## src/rtl/mck_pkg.sv

```systemverilog
// ----------------------------------------------------------------------------
// mck_pkg
// Types, constants and the character table shared by the Morse keyer modules.
// ----------------------------------------------------------------------------
package mck_pkg;

  localparam int CHAR_W   = 8;
  localparam int DOT_W    = 10;
  localparam int DUR_W    = 13;
  localparam int MAX_ELEM = 6;
  localparam int LEN_W    = 3;
  localparam int Q_DEPTH  = 2;

  localparam logic [DOT_W-1:0] DOT_MS_RESET = 10'd85;

  // Register index decoded from paddr[2].
  localparam logic REG_DOT_MS = 1'b0;

  localparam logic [CHAR_W-1:0] SPACE_CODE  = 8'd32;
  localparam logic [CHAR_W-1:0] LOWER_FIRST = 8'd97;
  localparam logic [CHAR_W-1:0] LOWER_LAST  = 8'd122;
  localparam logic [CHAR_W-1:0] CASE_OFFSET = 8'd32;

  // Segment lengths in units.
  localparam logic [1:0] UNITS_1 = 2'd0;
  localparam logic [1:0] UNITS_2 = 2'd1;
  localparam logic [1:0] UNITS_3 = 2'd2;
  localparam logic [1:0] UNITS_6 = 2'd3;

  // A classified character. The pattern is left-aligned: element 0 sits in
  // the top bit, and a one marks a dash.
  typedef struct packed {
    logic                is_space;
    logic [LEN_W-1:0]    len;
    logic [MAX_ELEM-1:0] pat;
  } mck_word_t;

  typedef struct packed {
    logic      known;
    mck_word_t word;
  } mck_class_t;

  function automatic mck_class_t mck_classify(input logic [CHAR_W-1:0] ch);
    logic [CHAR_W-1:0]   c;
    logic [LEN_W-1:0]    n;
    logic [MAX_ELEM-1:0] p;
    logic                ok;
    mck_class_t          r;
    c  = ch;
    n  = 3'd0;
    p  = 6'b000000;
    ok = 1'b1;
    if (c >= LOWER_FIRST && c <= LOWER_LAST) begin
      c = c - CASE_OFFSET;
    end
    case (c)
      "A": begin n = 3'd2; p = 6'b010000; end
      "B": begin n = 3'd4; p = 6'b100000; end
      "C": begin n = 3'd4; p = 6'b101000; end
      "D": begin n = 3'd3; p = 6'b100000; end
      "E": begin n = 3'd1; p = 6'b000000; end
      "F": begin n = 3'd4; p = 6'b001000; end
      "G": begin n = 3'd3; p = 6'b110000; end
      "H": begin n = 3'd4; p = 6'b000000; end
      "I": begin n = 3'd2; p = 6'b000000; end
      "J": begin n = 3'd4; p = 6'b011100; end
      "K": begin n = 3'd3; p = 6'b101000; end
      "L": begin n = 3'd4; p = 6'b010000; end
      "M": begin n = 3'd2; p = 6'b110000; end
      "N": begin n = 3'd2; p = 6'b100000; end
      "O": begin n = 3'd3; p = 6'b111000; end
      "P": begin n = 3'd4; p = 6'b011000; end
      "Q": begin n = 3'd4; p = 6'b110100; end
      "R": begin n = 3'd3; p = 6'b010000; end
      "S": begin n = 3'd3; p = 6'b000000; end
      "T": begin n = 3'd1; p = 6'b100000; end
      "U": begin n = 3'd3; p = 6'b001000; end
      "V": begin n = 3'd4; p = 6'b000100; end
      "W": begin n = 3'd3; p = 6'b011000; end
      "X": begin n = 3'd4; p = 6'b100100; end
      "Y": begin n = 3'd4; p = 6'b101100; end
      "Z": begin n = 3'd4; p = 6'b110000; end
      "1": begin n = 3'd5; p = 6'b011110; end
      "2": begin n = 3'd5; p = 6'b001110; end
      "3": begin n = 3'd5; p = 6'b000110; end
      "4": begin n = 3'd5; p = 6'b000010; end
      "5": begin n = 3'd5; p = 6'b000000; end
      "6": begin n = 3'd5; p = 6'b100000; end
      "7": begin n = 3'd5; p = 6'b110000; end
      "8": begin n = 3'd5; p = 6'b111000; end
      "9": begin n = 3'd5; p = 6'b111100; end
      "0": begin n = 3'd5; p = 6'b111110; end
      "?": begin n = 3'd6; p = 6'b001100; end
      "=": begin n = 3'd5; p = 6'b100010; end
      ",": begin n = 3'd6; p = 6'b110011; end
      "/": begin n = 3'd5; p = 6'b100100; end
      default: ok = 1'b0;
    endcase
    r.word.is_space = (ch == SPACE_CODE);
    r.word.len      = n;
    r.word.pat      = p;
    r.known         = ok || (ch == SPACE_CODE);
    return r;
  endfunction

endpackage

```

## src/rtl/mck_front.sv

```systemverilog
// ----------------------------------------------------------------------------
// mck_front
// Accepts characters, classifies them and pushes known ones into the queue.
// ----------------------------------------------------------------------------
module mck_front (
  input  logic                       in_valid,
  output logic                       in_ready,
  input  logic [mck_pkg::CHAR_W-1:0] character,
  input  logic                       q_full,
  output logic                       q_push,
  output mck_pkg::mck_word_t         q_word
);
  import mck_pkg::*;

  mck_class_t cls;

  assign cls      = mck_classify(character);
  assign in_ready = !q_full;
  // Characters with no Morse meaning are taken and dropped here.
  assign q_push   = in_valid && !q_full && cls.known;
  assign q_word   = cls.word;

endmodule

```

## src/rtl/mck_queue.sv

```systemverilog
// ----------------------------------------------------------------------------
// mck_queue
// Short first-in first-out queue of classified words between front and back.
// ----------------------------------------------------------------------------
module mck_queue (
  input  logic               clk,
  input  logic               rst,
  input  logic               push,
  input  mck_pkg::mck_word_t push_word,
  input  logic               pop,
  output mck_pkg::mck_word_t head,
  output logic               full,
  output logic               empty
);
  import mck_pkg::*;

  localparam int PTR_W = (Q_DEPTH > 1) ? $clog2(Q_DEPTH) : 1;
  localparam int CNT_W = $clog2(Q_DEPTH + 1);

  mck_word_t        entry [Q_DEPTH];
  logic [PTR_W-1:0] wr_ptr;
  logic [PTR_W-1:0] rd_ptr;
  logic [CNT_W-1:0] count;

  assign full  = (count == CNT_W'(Q_DEPTH));
  assign empty = (count == '0);
  assign head  = entry[rd_ptr];

  always_ff @(posedge clk) begin
    if (push) begin
      entry[wr_ptr] <= push_word;
    end
  end

  always_ff @(posedge clk) begin
    if (rst) begin
      wr_ptr <= '0;
      rd_ptr <= '0;
      count  <= '0;
    end else begin
      if (push) begin
        wr_ptr <= (wr_ptr == PTR_W'(Q_DEPTH - 1)) ? '0 : wr_ptr + 1'b1;
      end
      if (pop) begin
        rd_ptr <= (rd_ptr == PTR_W'(Q_DEPTH - 1)) ? '0 : rd_ptr + 1'b1;
      end
      case ({push, pop})
        2'b10:   count <= count + 1'b1;
        2'b01:   count <= count - 1'b1;
        default: count <= count;
      endcase
    end
  end

  a_no_overflow: assert property (@(posedge clk) disable iff (rst)
    push |-> !full)
    else $error("queue written while full");

  a_no_underflow: assert property (@(posedge clk) disable iff (rst)
    pop |-> !empty)
    else $error("queue read while empty");

  a_count_bound: assert property (@(posedge clk) disable iff (rst)
    count <= CNT_W'(Q_DEPTH))
    else $error("queue count beyond depth");

endmodule

```

## src/rtl/mck_back.sv

```systemverilog
// ----------------------------------------------------------------------------
// mck_back
// Segment sequencer: turns one queued word into its run of key segments.
// ----------------------------------------------------------------------------
module mck_back (
  input  logic                      clk,
  input  logic                      rst,
  input  logic [mck_pkg::DOT_W-1:0] dot_ms,
  input  mck_pkg::mck_word_t        head,
  input  logic                      q_empty,
  output logic                      q_pop,
  output logic                      out_valid,
  input  logic                      out_ready,
  output logic                      key_on,
  output logic [mck_pkg::DUR_W-1:0] duration_ms,
  output logic                      last
);
  import mck_pkg::*;

  localparam logic [1:0] PH_SPACE = 2'd0;
  localparam logic [1:0] PH_ON    = 2'd1;
  localparam logic [1:0] PH_GAP   = 2'd2;
  localparam logic [1:0] PH_END   = 2'd3;

  logic                busy;
  logic [1:0]          phase;
  logic [LEN_W-1:0]    rem;
  logic [MAX_ELEM-1:0] pat;

  logic       emit;
  logic       seg_on;
  logic       seg_last;
  logic [1:0] seg_units;
  logic [DUR_W-1:0] dot_ext;
  logic [DUR_W-1:0] dot_x3;
  logic [DUR_W-1:0] seg_dur;

  assign q_pop = !busy && !q_empty;
  assign emit  = busy && (!out_valid || out_ready);

  always_comb begin
    seg_on    = 1'b0;
    seg_last  = 1'b0;
    seg_units = UNITS_1;
    unique case (phase)
      PH_SPACE: begin
        seg_units = UNITS_6;
        seg_last  = 1'b1;
      end
      PH_ON: begin
        seg_on    = 1'b1;
        seg_units = pat[MAX_ELEM-1] ? UNITS_3 : UNITS_1;
      end
      PH_GAP: begin
        seg_units = UNITS_1;
      end
      PH_END: begin
        seg_units = UNITS_2;
        seg_last  = 1'b1;
      end
      default: seg_units = UNITS_1;
    endcase
  end

  // Unit multiples are built from shifts and one add.
  assign dot_ext = DUR_W'(dot_ms);
  assign dot_x3  = dot_ext + (dot_ext << 1);

  always_comb begin
    case (seg_units)
      UNITS_1: seg_dur = dot_ext;
      UNITS_2: seg_dur = dot_ext << 1;
      UNITS_3: seg_dur = dot_x3;
      default: seg_dur = dot_x3 << 1;
    endcase
  end

  always_ff @(posedge clk) begin
    if (rst) begin
      busy  <= 1'b0;
      phase <= PH_SPACE;
      rem   <= '0;
      pat   <= '0;
    end else if (q_pop) begin
      busy  <= 1'b1;
      phase <= head.is_space ? PH_SPACE : PH_ON;
      rem   <= head.len;
      pat   <= head.pat;
    end else if (emit) begin
      unique case (phase)
        PH_SPACE: busy <= 1'b0;
        PH_ON: begin
          phase <= PH_GAP;
          pat   <= pat << 1;
        end
        PH_GAP: begin
          rem   <= rem - 1'b1;
          phase <= (rem == LEN_W'(1)) ? PH_END : PH_ON;
        end
        PH_END: busy <= 1'b0;
        default: busy <= 1'b0;
      endcase
    end
  end

  always_ff @(posedge clk) begin
    if (rst) begin
      out_valid <= 1'b0;
    end else if (emit) begin
      out_valid <= 1'b1;
    end else if (out_ready) begin
      out_valid <= 1'b0;
    end
  end

  always_ff @(posedge clk) begin
    if (emit) begin
      key_on      <= seg_on;
      duration_ms <= seg_dur;
      last        <= seg_last;
    end
  end

  a_last_ends_word: assert property (@(posedge clk) disable iff (rst)
    (emit && seg_last) |=> !busy)
    else $error("sequencer still busy after the final segment");

  a_elements_left: assert property (@(posedge clk) disable iff (rst)
    (busy && (phase == PH_ON || phase == PH_GAP)) |-> rem != '0)
    else $error("element segment with no elements left");

  a_no_pop_when_busy: assert property (@(posedge clk) disable iff (rst)
    busy |-> !q_pop)
    else $error("word taken while the previous one is in progress");

endmodule

```

## src/rtl/morse_code_keyer_core.sv

```systemverilog
// Path: an accepted character goes into the queue, then into the idle sequencer, and its
// segments are registered at the output. The sequencer emits one segment per cycle while
// the output is not stalled; a code of n elements gives 2n+1 segments, a space one.
// A two-word queue lets the input side keep taking characters while segments drain.
// Reset: synchronous; dot_ms returns to 85, the queue empties and no segment is valid.
// ----------------------------------------------------------------------------
// morse_code_keyer_core
// Morse keyer: ASCII characters in, timed key segments out, APB unit register.
// ----------------------------------------------------------------------------
module morse_code_keyer_core (
  input  logic                       clk,
  input  logic                       rst,
  input  logic                       psel,
  input  logic                       penable,
  input  logic                       pwrite,
  input  logic [2:0]                 paddr,
  input  logic [31:0]                pwdata,
  output logic [31:0]                prdata,
  output logic                       pready,
  input  logic                       in_valid,
  output logic                       in_ready,
  input  logic [mck_pkg::CHAR_W-1:0] character,
  output logic                       out_valid,
  input  logic                       out_ready,
  output logic                       key_on,
  output logic [mck_pkg::DUR_W-1:0]  duration_ms,
  output logic                       last
);
  import mck_pkg::*;

  logic [DOT_W-1:0] dot_ms;
  logic             q_full;
  logic             q_empty;
  logic             q_push;
  logic             q_pop;
  mck_word_t        q_in;
  mck_word_t        q_head;

  assign pready = 1'b1;
  assign prdata = (paddr[2] == REG_DOT_MS) ? 32'(dot_ms) : 32'd0;

  always_ff @(posedge clk) begin
    if (rst) begin
      dot_ms <= DOT_MS_RESET;
    end else if (psel && penable && pwrite && paddr[2] == REG_DOT_MS) begin
      dot_ms <= pwdata[DOT_W-1:0];
    end
  end

  mck_front u_front (
    .in_valid  (in_valid),
    .in_ready  (in_ready),
    .character (character),
    .q_full    (q_full),
    .q_push    (q_push),
    .q_word    (q_in)
  );

  mck_queue u_queue (
    .clk       (clk),
    .rst       (rst),
    .push      (q_push),
    .push_word (q_in),
    .pop       (q_pop),
    .head      (q_head),
    .full      (q_full),
    .empty     (q_empty)
  );

  mck_back u_back (
    .clk         (clk),
    .rst         (rst),
    .dot_ms      (dot_ms),
    .head        (q_head),
    .q_empty     (q_empty),
    .q_pop       (q_pop),
    .out_valid   (out_valid),
    .out_ready   (out_ready),
    .key_on      (key_on),
    .duration_ms (duration_ms),
    .last        (last)
  );

endmodule

```

## config.mk

```make
export PLATFORM = sky130hd
export DESIGN_NAME = morse_code_keyer_core
export DESIGN_NICKNAME = d
export VERILOG_FILES = /design/src/rtl/mck_pkg.sv /design/src/rtl/mck_front.sv /design/src/rtl/mck_queue.sv /design/src/rtl/mck_back.sv /design/src/rtl/morse_code_keyer_core.sv
export SDC_FILE = /design/constraint.sdc
export NUM_CORES = 1
export LEC_CHECK = 0
export BUFFER_PORTS_ARGS = -buffer_cell sky130_fd_sc_hd__buf_2
export CAP_MARGIN = 30
export CORE_ASPECT_RATIO = 0.8
export CORE_MARGIN = 3
export CORE_UTILIZATION = 38
export CTS_CLUSTER_DIAMETER = 80
export DETAILED_ROUTE_END_ITERATION = 6
export GPL_ROUTABILITY_DRIVEN = 0
export SLEW_MARGIN = 20
export SYNTH_ARGS = -nofsm -noshare
export SYNTH_HDL_FRONTEND = slang
export SYNTH_HIERARCHICAL = 1
export SYNTH_SLANG_ARGS = --single-unit
```

## constraint.sdc

```tcl
create_clock -name clk -period 3.1 [get_ports clk]
set_clock_uncertainty 0.15 [all_clocks]
set_input_delay 0.155 -clock clk [delete_from_list [all_inputs] [get_ports clk]]
set_output_delay 0.155 -clock clk [all_outputs]
set_load 0.02 [all_outputs]
```

After elaboration in Yosys (flattened, before gate mapping)
Memories as Yosys holds them, arrays and structs flattened. A register that Yosys moved wholly into a read port is not among the register bits.
Cells that the tools add are included.
Cells by class
  $add $sub $neg: 7
  eq/ne operators: 50
  order comparisons: 2
  reductions and logical operators: 44
  bitwise logic cells: 1
  multiplexer cells: 33
Operators by type and width (number)
  $eq A8 B7 Y1 const B: 26
  $pmux W6 S21: 1
  $eq A8 B6 Y1 const B: 15
  $reduce_or A40 Y1: 1
  $pmux W13 S3: 1
  $reduce_or A12 Y1: 2
  $mux W6: 3
  $pmux W3 S6: 1
  $reduce_or A2 Y1: 8
  $mux W1: 15
  $add A10 B11 Y12: 1
  $reduce_bool A2 Y1: 6
  $eq A2 B2 Y1 const B: 5
  $mux W10: 1
  $mux W3: 3
  $ge A8 B7 Y1 const B: 1
  $le A8 B7 Y1 const B: 1
  $logic_and A1 B1 Y1: 8
  $mux W2: 4
  $mux W8: 1
  $pmux W2 S2: 2
  $pmux W2 S4: 1
  $reduce_and A2 Y1: 4
  $reduce_or A4 Y1: 2
  other kinds (15): 24
Word-level totals
  bits in writable memories: 20
  input bits: 50
  register bits after elaboration: 42
  memories kept: 1
  output and inout port bits: 50
  word-level logic and storage cells: 150
Memory list
  u_queue.entry: words 2, width 10, read ports 1, clocked after memory_dff 1, write ports 1, line mck_queue.sv:20  | mck_word_t entry [Q_DEPTH];

Depth between registers and ports, before layout
  depth after elaboration: 10
  gate-level depth with buffers: 12
  depth with buffers taken out: 12

Modules after synthesis
Netlist, hierarchy kept.
By module, submodules not included
  mck_back: seq. area each 710.7 um^2, area each 1829.3 um^2, times used 1, cells an instance 196
  mck_queue: seq. area each 700.7 um^2, area each 923.4 um^2, times used 1, cells an instance 53
  mck_front: seq. area each 0.0 um^2, area each 787.0 um^2, times used 1, cells an instance 141
  morse_code_keyer_core: seq. area each 200.2 um^2, area each 680.7 um^2, times used 1, cells an instance 80

Worst setup path after synthesis
OpenSTA, ideal clock, no wires.
  path kind: input to register
  start: input port character[0] (netlist bit)
  end: register u_queue.count[1]
  required time: 2.880 ns
  cell stages on the path: 10
  arrival: 2.165 ns
  library setup time: 0.070 ns
  path buffers: 3
  path slack: 0.715 ns
  cells stage by stage: buf_2 > buf_2 > clkbuf_1 > nor4_1 > nor2_1 > a21oi_1 > inv_1 > ha_1 > or3_1 > a21oi_1
RTL lines
  from (decl): line morse_code_keyer_core.sv:22  | input logic [mck_pkg::CHAR_W-1:0] character,
  to (signal assigned): line mck_queue.sv:48  | 2'b10: count <= count + 1'b1;
  to (signal assigned): line mck_queue.sv:49  | 2'b01: count <= count - 1'b1;
  to (signal assigned): line mck_queue.sv:50  | default: count <= count;
  to (decl): line mck_queue.sv:23  | logic [CNT_W-1:0] count;

Worst setup path in the final report
  start: register dot_ms[0]
  end: register u_back/duration_ms[11] (netlist bit), data pin
On the way
  longest elaborated chain between the ends: 2
RTL lines
  from (decl): line morse_code_keyer_core.sv:31  | logic [DOT_W-1:0] dot_ms;
  from (signal assigned): line morse_code_keyer_core.sv:46  | dot_ms <= pwdata[DOT_W-1:0];
  $add A10 B11 Y12: line mck_back.sv:67  | assign dot_x3 = dot_ext + (dot_ext << 1);
  $pmux W13 S3: line mck_back.sv:70  | case (seg_units)
  via u_back.seg_dur[11]: line mck_back.sv:36  | logic [DUR_W-1:0] seg_dur;
  to (signal assigned): line mck_back.sv:119  | duration_ms <= seg_dur;
  to (decl): line mck_back.sv:15  | output logic [mck_pkg::DUR_W-1:0] duration_ms,
The timed path passes the listed nets, and every way through them passes these cells.
A chain may end at the register's enable or synchronous reset.

==> out/summary.md <==
## Setup path
* critical path depth in cells: 9
* critical path class: reg -> reg
* worst-path fanout max: 5
* Largest stage delay, worst path: 0.44 ns
* R2R setup slack: 0.47 ns
* Critical path buffers and inverters: 1
* cell count of the worst reg-to-reg path: 9
* launch point of the worst reg-to-reg path: dot_ms[0]$_SDFFE_PP1P_
* Cell Chain, Critical Path: ha_1, inv_1, fa_1, nand2b_1, a21o_1, a32oi_2, a21oi_1, or3_1, o21ai_1
* arrival time of the worst setup path: 2.65 ns
* cell family with the largest share of critical-path delay: compound AO/OA/AOI/OAI gates
* startpoint type of the worst setup path: register
* kind of end point of the critical path: register
* required time of the worst setup path: 3.12 ns
* slowest cell on the critical path: sky130_fd_sc_hd__dfxtp_1
* endpoint of the worst register-to-register path: u_back/duration_ms[11]$_DFFE_PP_

## Worst hold path
* class of the tightest hold or removal check: in -> reg
* WHS Path Cells: 3
* critical hold path startpoint: out_ready
* Worst Hold End: u_back/out_valid$_SDFFE_PP0P_

## Route
* DRC Markers: 0
* DR WL/cell: 14.3 um
* total iterations of the first detailed-routing run: 5
* antenna viol nets, final: 0
* final WL: 9550 um
* Vias per Instance: 5.24
* number of design-rule violations left by the first detailed-router iteration: 219
* vias post-DR: 3488

## Logic synthesis
* sequential fraction of the synthesis area: 38.2%
* Post-Synth Simple-Gate Area: 17.6%
* number of synthesized flops with an enable pin: 35
* Distinct cells, synth: 69
* mean instance size in the synthesized netlist: 8.98 sq um
* post-synthesis cell count: 470
* compound-cell area share of the yosys netlist: 20.1%
* async set-or-reset flop fraction in the synthesized netlist: 0%
* mux contribution to synthesized area: 5.31%
* xor-xnor portion of the synthesized cell area: 2.91%
* largest family of logic cells by synthesized area: compound AO/OA/AOI/OAI gates
* adder-cell area share of the yosys netlist: 6.40%
* number of flip-flops and latches in the synthesized netlist: 63
* number of warnings issued by yosys: 6
* Cell Area, Synth: 4220 sq um
* Main synth FF type: sky130_fd_sc_hd__edfxtp_1

## Timing
* max-slew violation total from the final report: 0
* post-route worst hold slack: 0.0153 ns
* worst slew pin tran: 0.614 ns
* final worst path period share: 84.9%
* min Tclk post-route: 2.63 ns
* Final setup viols: 0
* Final Hold Violating Endpoints: 0
* max_slew headroom: 59.1%
* fmax: 380 MHz
* unrepaired setup endpoints after global routing: no
* final setup TNS: 0 ns

## Floorplanning
* boundary pin count: 100
* die width: 124 um
* count of standard-cell rows: 33
* area inside the core boundary: 10500 sq um
* die outline area: 12400 sq um
* starting density of the core: 40.1%
* y dimension of the die: 100 um

## Clocking
* clock sink count: 63
* number of buffers created by CTS: 9
* root cell of the clock tree: sky130_fd_sc_hd__clkbuf_16
* maximum level of the CTS H-tree: 3
* count of hold buffers inserted by post-cts repair: 10
* Resize count post-CTS: 0
* Max Buffers Root-to-Sink: 2
* Setup Buffers After CTS: 0
* clock-pin transition on the worst setup and hold timing paths: 0.05 ns
* Clock Latency Late Sink: 0.32 ns
* TritonCTS clock tree: built

## Power and ir drop
* standby leakage power: 1.88 nW
* power density over the cells: 672 nW/um^2
* maximum vdd ir drop: 0.308 mV

## Global route
* met3 routing resource usage after global routing: 3.66%
* first-pass GRT wire length: 15700 um
* vias in the first global route: 3241
* met2 track utilization from global routing: 23.1%
* number of antenna violations at the first check in global routing: 0
* met1 Use GR: 23.0%
* gr usage total: 15.8%
* Congestion Overflow GR: 0
* busiest layer in global routing: met2
* largest net degree at the start of global routing: 39

## Layout
* area overhead of the layout relative to synthesis: 15.5%
* NumNets Final: 592
* final cell count without fillers: 666
* fraction of the core area covered by cells at the end of the flow: 46.3%
* number of antenna cells inserted: 0
* layout cell share with drive strength beyond 1: 18.8%

## Run
* count of maximum capacitance violations: 0

## Place
* buffers added on ports: 52
* cell count after placement: 640
* detailed placement HPWL: 6970 um

## Outcome
* run status: completed

## worst max-delay path by stage
stage,startpoint,endpoint,slack [ns]
6_report,dot_ms[0]$_SDFFE_PP1P_,u_back/duration_ms[11]$_DFFE_PP_,0.47
2_1_floorplan,character[0],u_queue/count[1]$_SDFFE_PP0P_,0.71
5_1_grt,dot_ms[0]$_SDFFE_PP1P_,u_back/duration_ms[11]$_DFFE_PP_,0.35
4_1_cts,dot_ms[0]$_SDFFE_PP1P_,u_back/duration_ms[11]$_DFFE_PP_,0.50
3_5_place_dp,character[2],u_queue/count[1]$_SDFFE_PP0P_,0.40
3_3_place_gp,character[2],u_queue/count[1]$_SDFFE_PP0P_,0.54
## cell usage in the layout, fill, tap and decap left out, drive strengths merged, types with 3 or more instances in the layout
master	n
a21oi	40
o211ai	6
nor3	9
edfxtp	35
buf	60
nor2	38
and2	6
a32oi	3
nand2	28
xnor2	8
nand3	6
mux2	11
o21a	3
dfxtp	28
xor2	6
dlygate4sd3	10
o22ai	7
conb	23
clkinv	5
ha	20
nor2b	14
or2	3
a22oi	5
clkbuf	12
mux2i	10
o21ai	32
a31oi	4
nand2b	22
a221oi	4
inv	22
or3	5
a211oi	6
## state kept, by name, summed over array words and instances (netlist names), 2 cells and up, named ones only
| register | count |
|---|---|
| u_queue/entry | 20 |
| dot_ms | 10 |
| u_back/duration_ms | 13 |
| u_back/rem | 3 |
| u_back/phase | 2 |
| u_back/pat | 6 |
| u_queue/count | 2 |
## report_power, final
part           leakage, nW  switching, mW  internal [mW]
combinational         1.19          0.721          0.452
sequential           0.545         0.0903           1.08
clock                0.145          0.329          0.603
total                 1.88           1.14           2.13
## synth_stat cells (all sizes together), types with 7 or more instances
master,count,area [sq um]
xnor2,8,70.1
clkbuf,15,56.3
nand2b,22,138
a21oi,40,200
dfxtp,28,561
nor3,9,45.0
mux2i,10,100
o22ai,7,43.8
inv,22,82.6
o21ai,32,164
edfxtp,35,1050
ha,20,250
nand2,28,105
mux2,11,124
nor2,38,145
nor2b,14,87.6
buf,36,250
## worst min-delay path: stages
cell	delay, ns
sky130_fd_sc_hd__buf_2	0.07
sky130_fd_sc_hd__nand2b_1	0.13
sky130_fd_sc_hd__a21oi_1	0.08
## through the flow
step / instance area (sq um) / setup slack (ns) / total power, mW
final: 4870 / 0.469 / 3.27
after global placement: 4490 / 0.543 / 2.32
after global routing: 4870 / 0.349 / 3.50
after floorplan: 4300 / 0.715 / 2.08
after CTS: 4870 / 0.497 / 3.30
after detailed placement: 4490 / 0.399 / 2.33
## layer usage
| metal | share of wire (%) | up-vias |
|---|---|---|
| met5 | 0 | - |
| met1 | 50 | 1606 |
| met2 | 42 | 131 |
| met3 | 6.3 | 16 |
| met4 | 1.4 | 0 |
| li1 | - | 1735 |
## cell type report
type | count | area [sq um]
Clock buffer | 12 | 268
Clock inverter | 4 | 18.8
Fill cell | 987 | 5650
Inverter | 23 | 86.3
Multi-Input combinational cell | 354 | 2290
Sequential cell | 63 | 1610
Tap cell | 140 | 175
Timing Repair Buffer | 70 | 420
## kinds of logic after synthesis
kind of cell,after synthesis
xor+xnor,14
flops,63
other cells,2
compound gates,130
mux,21
simple gates,145
fa+ha+maj,21
buf+inv,74
No activity file was read; power rests on OpenSTA's default activity.
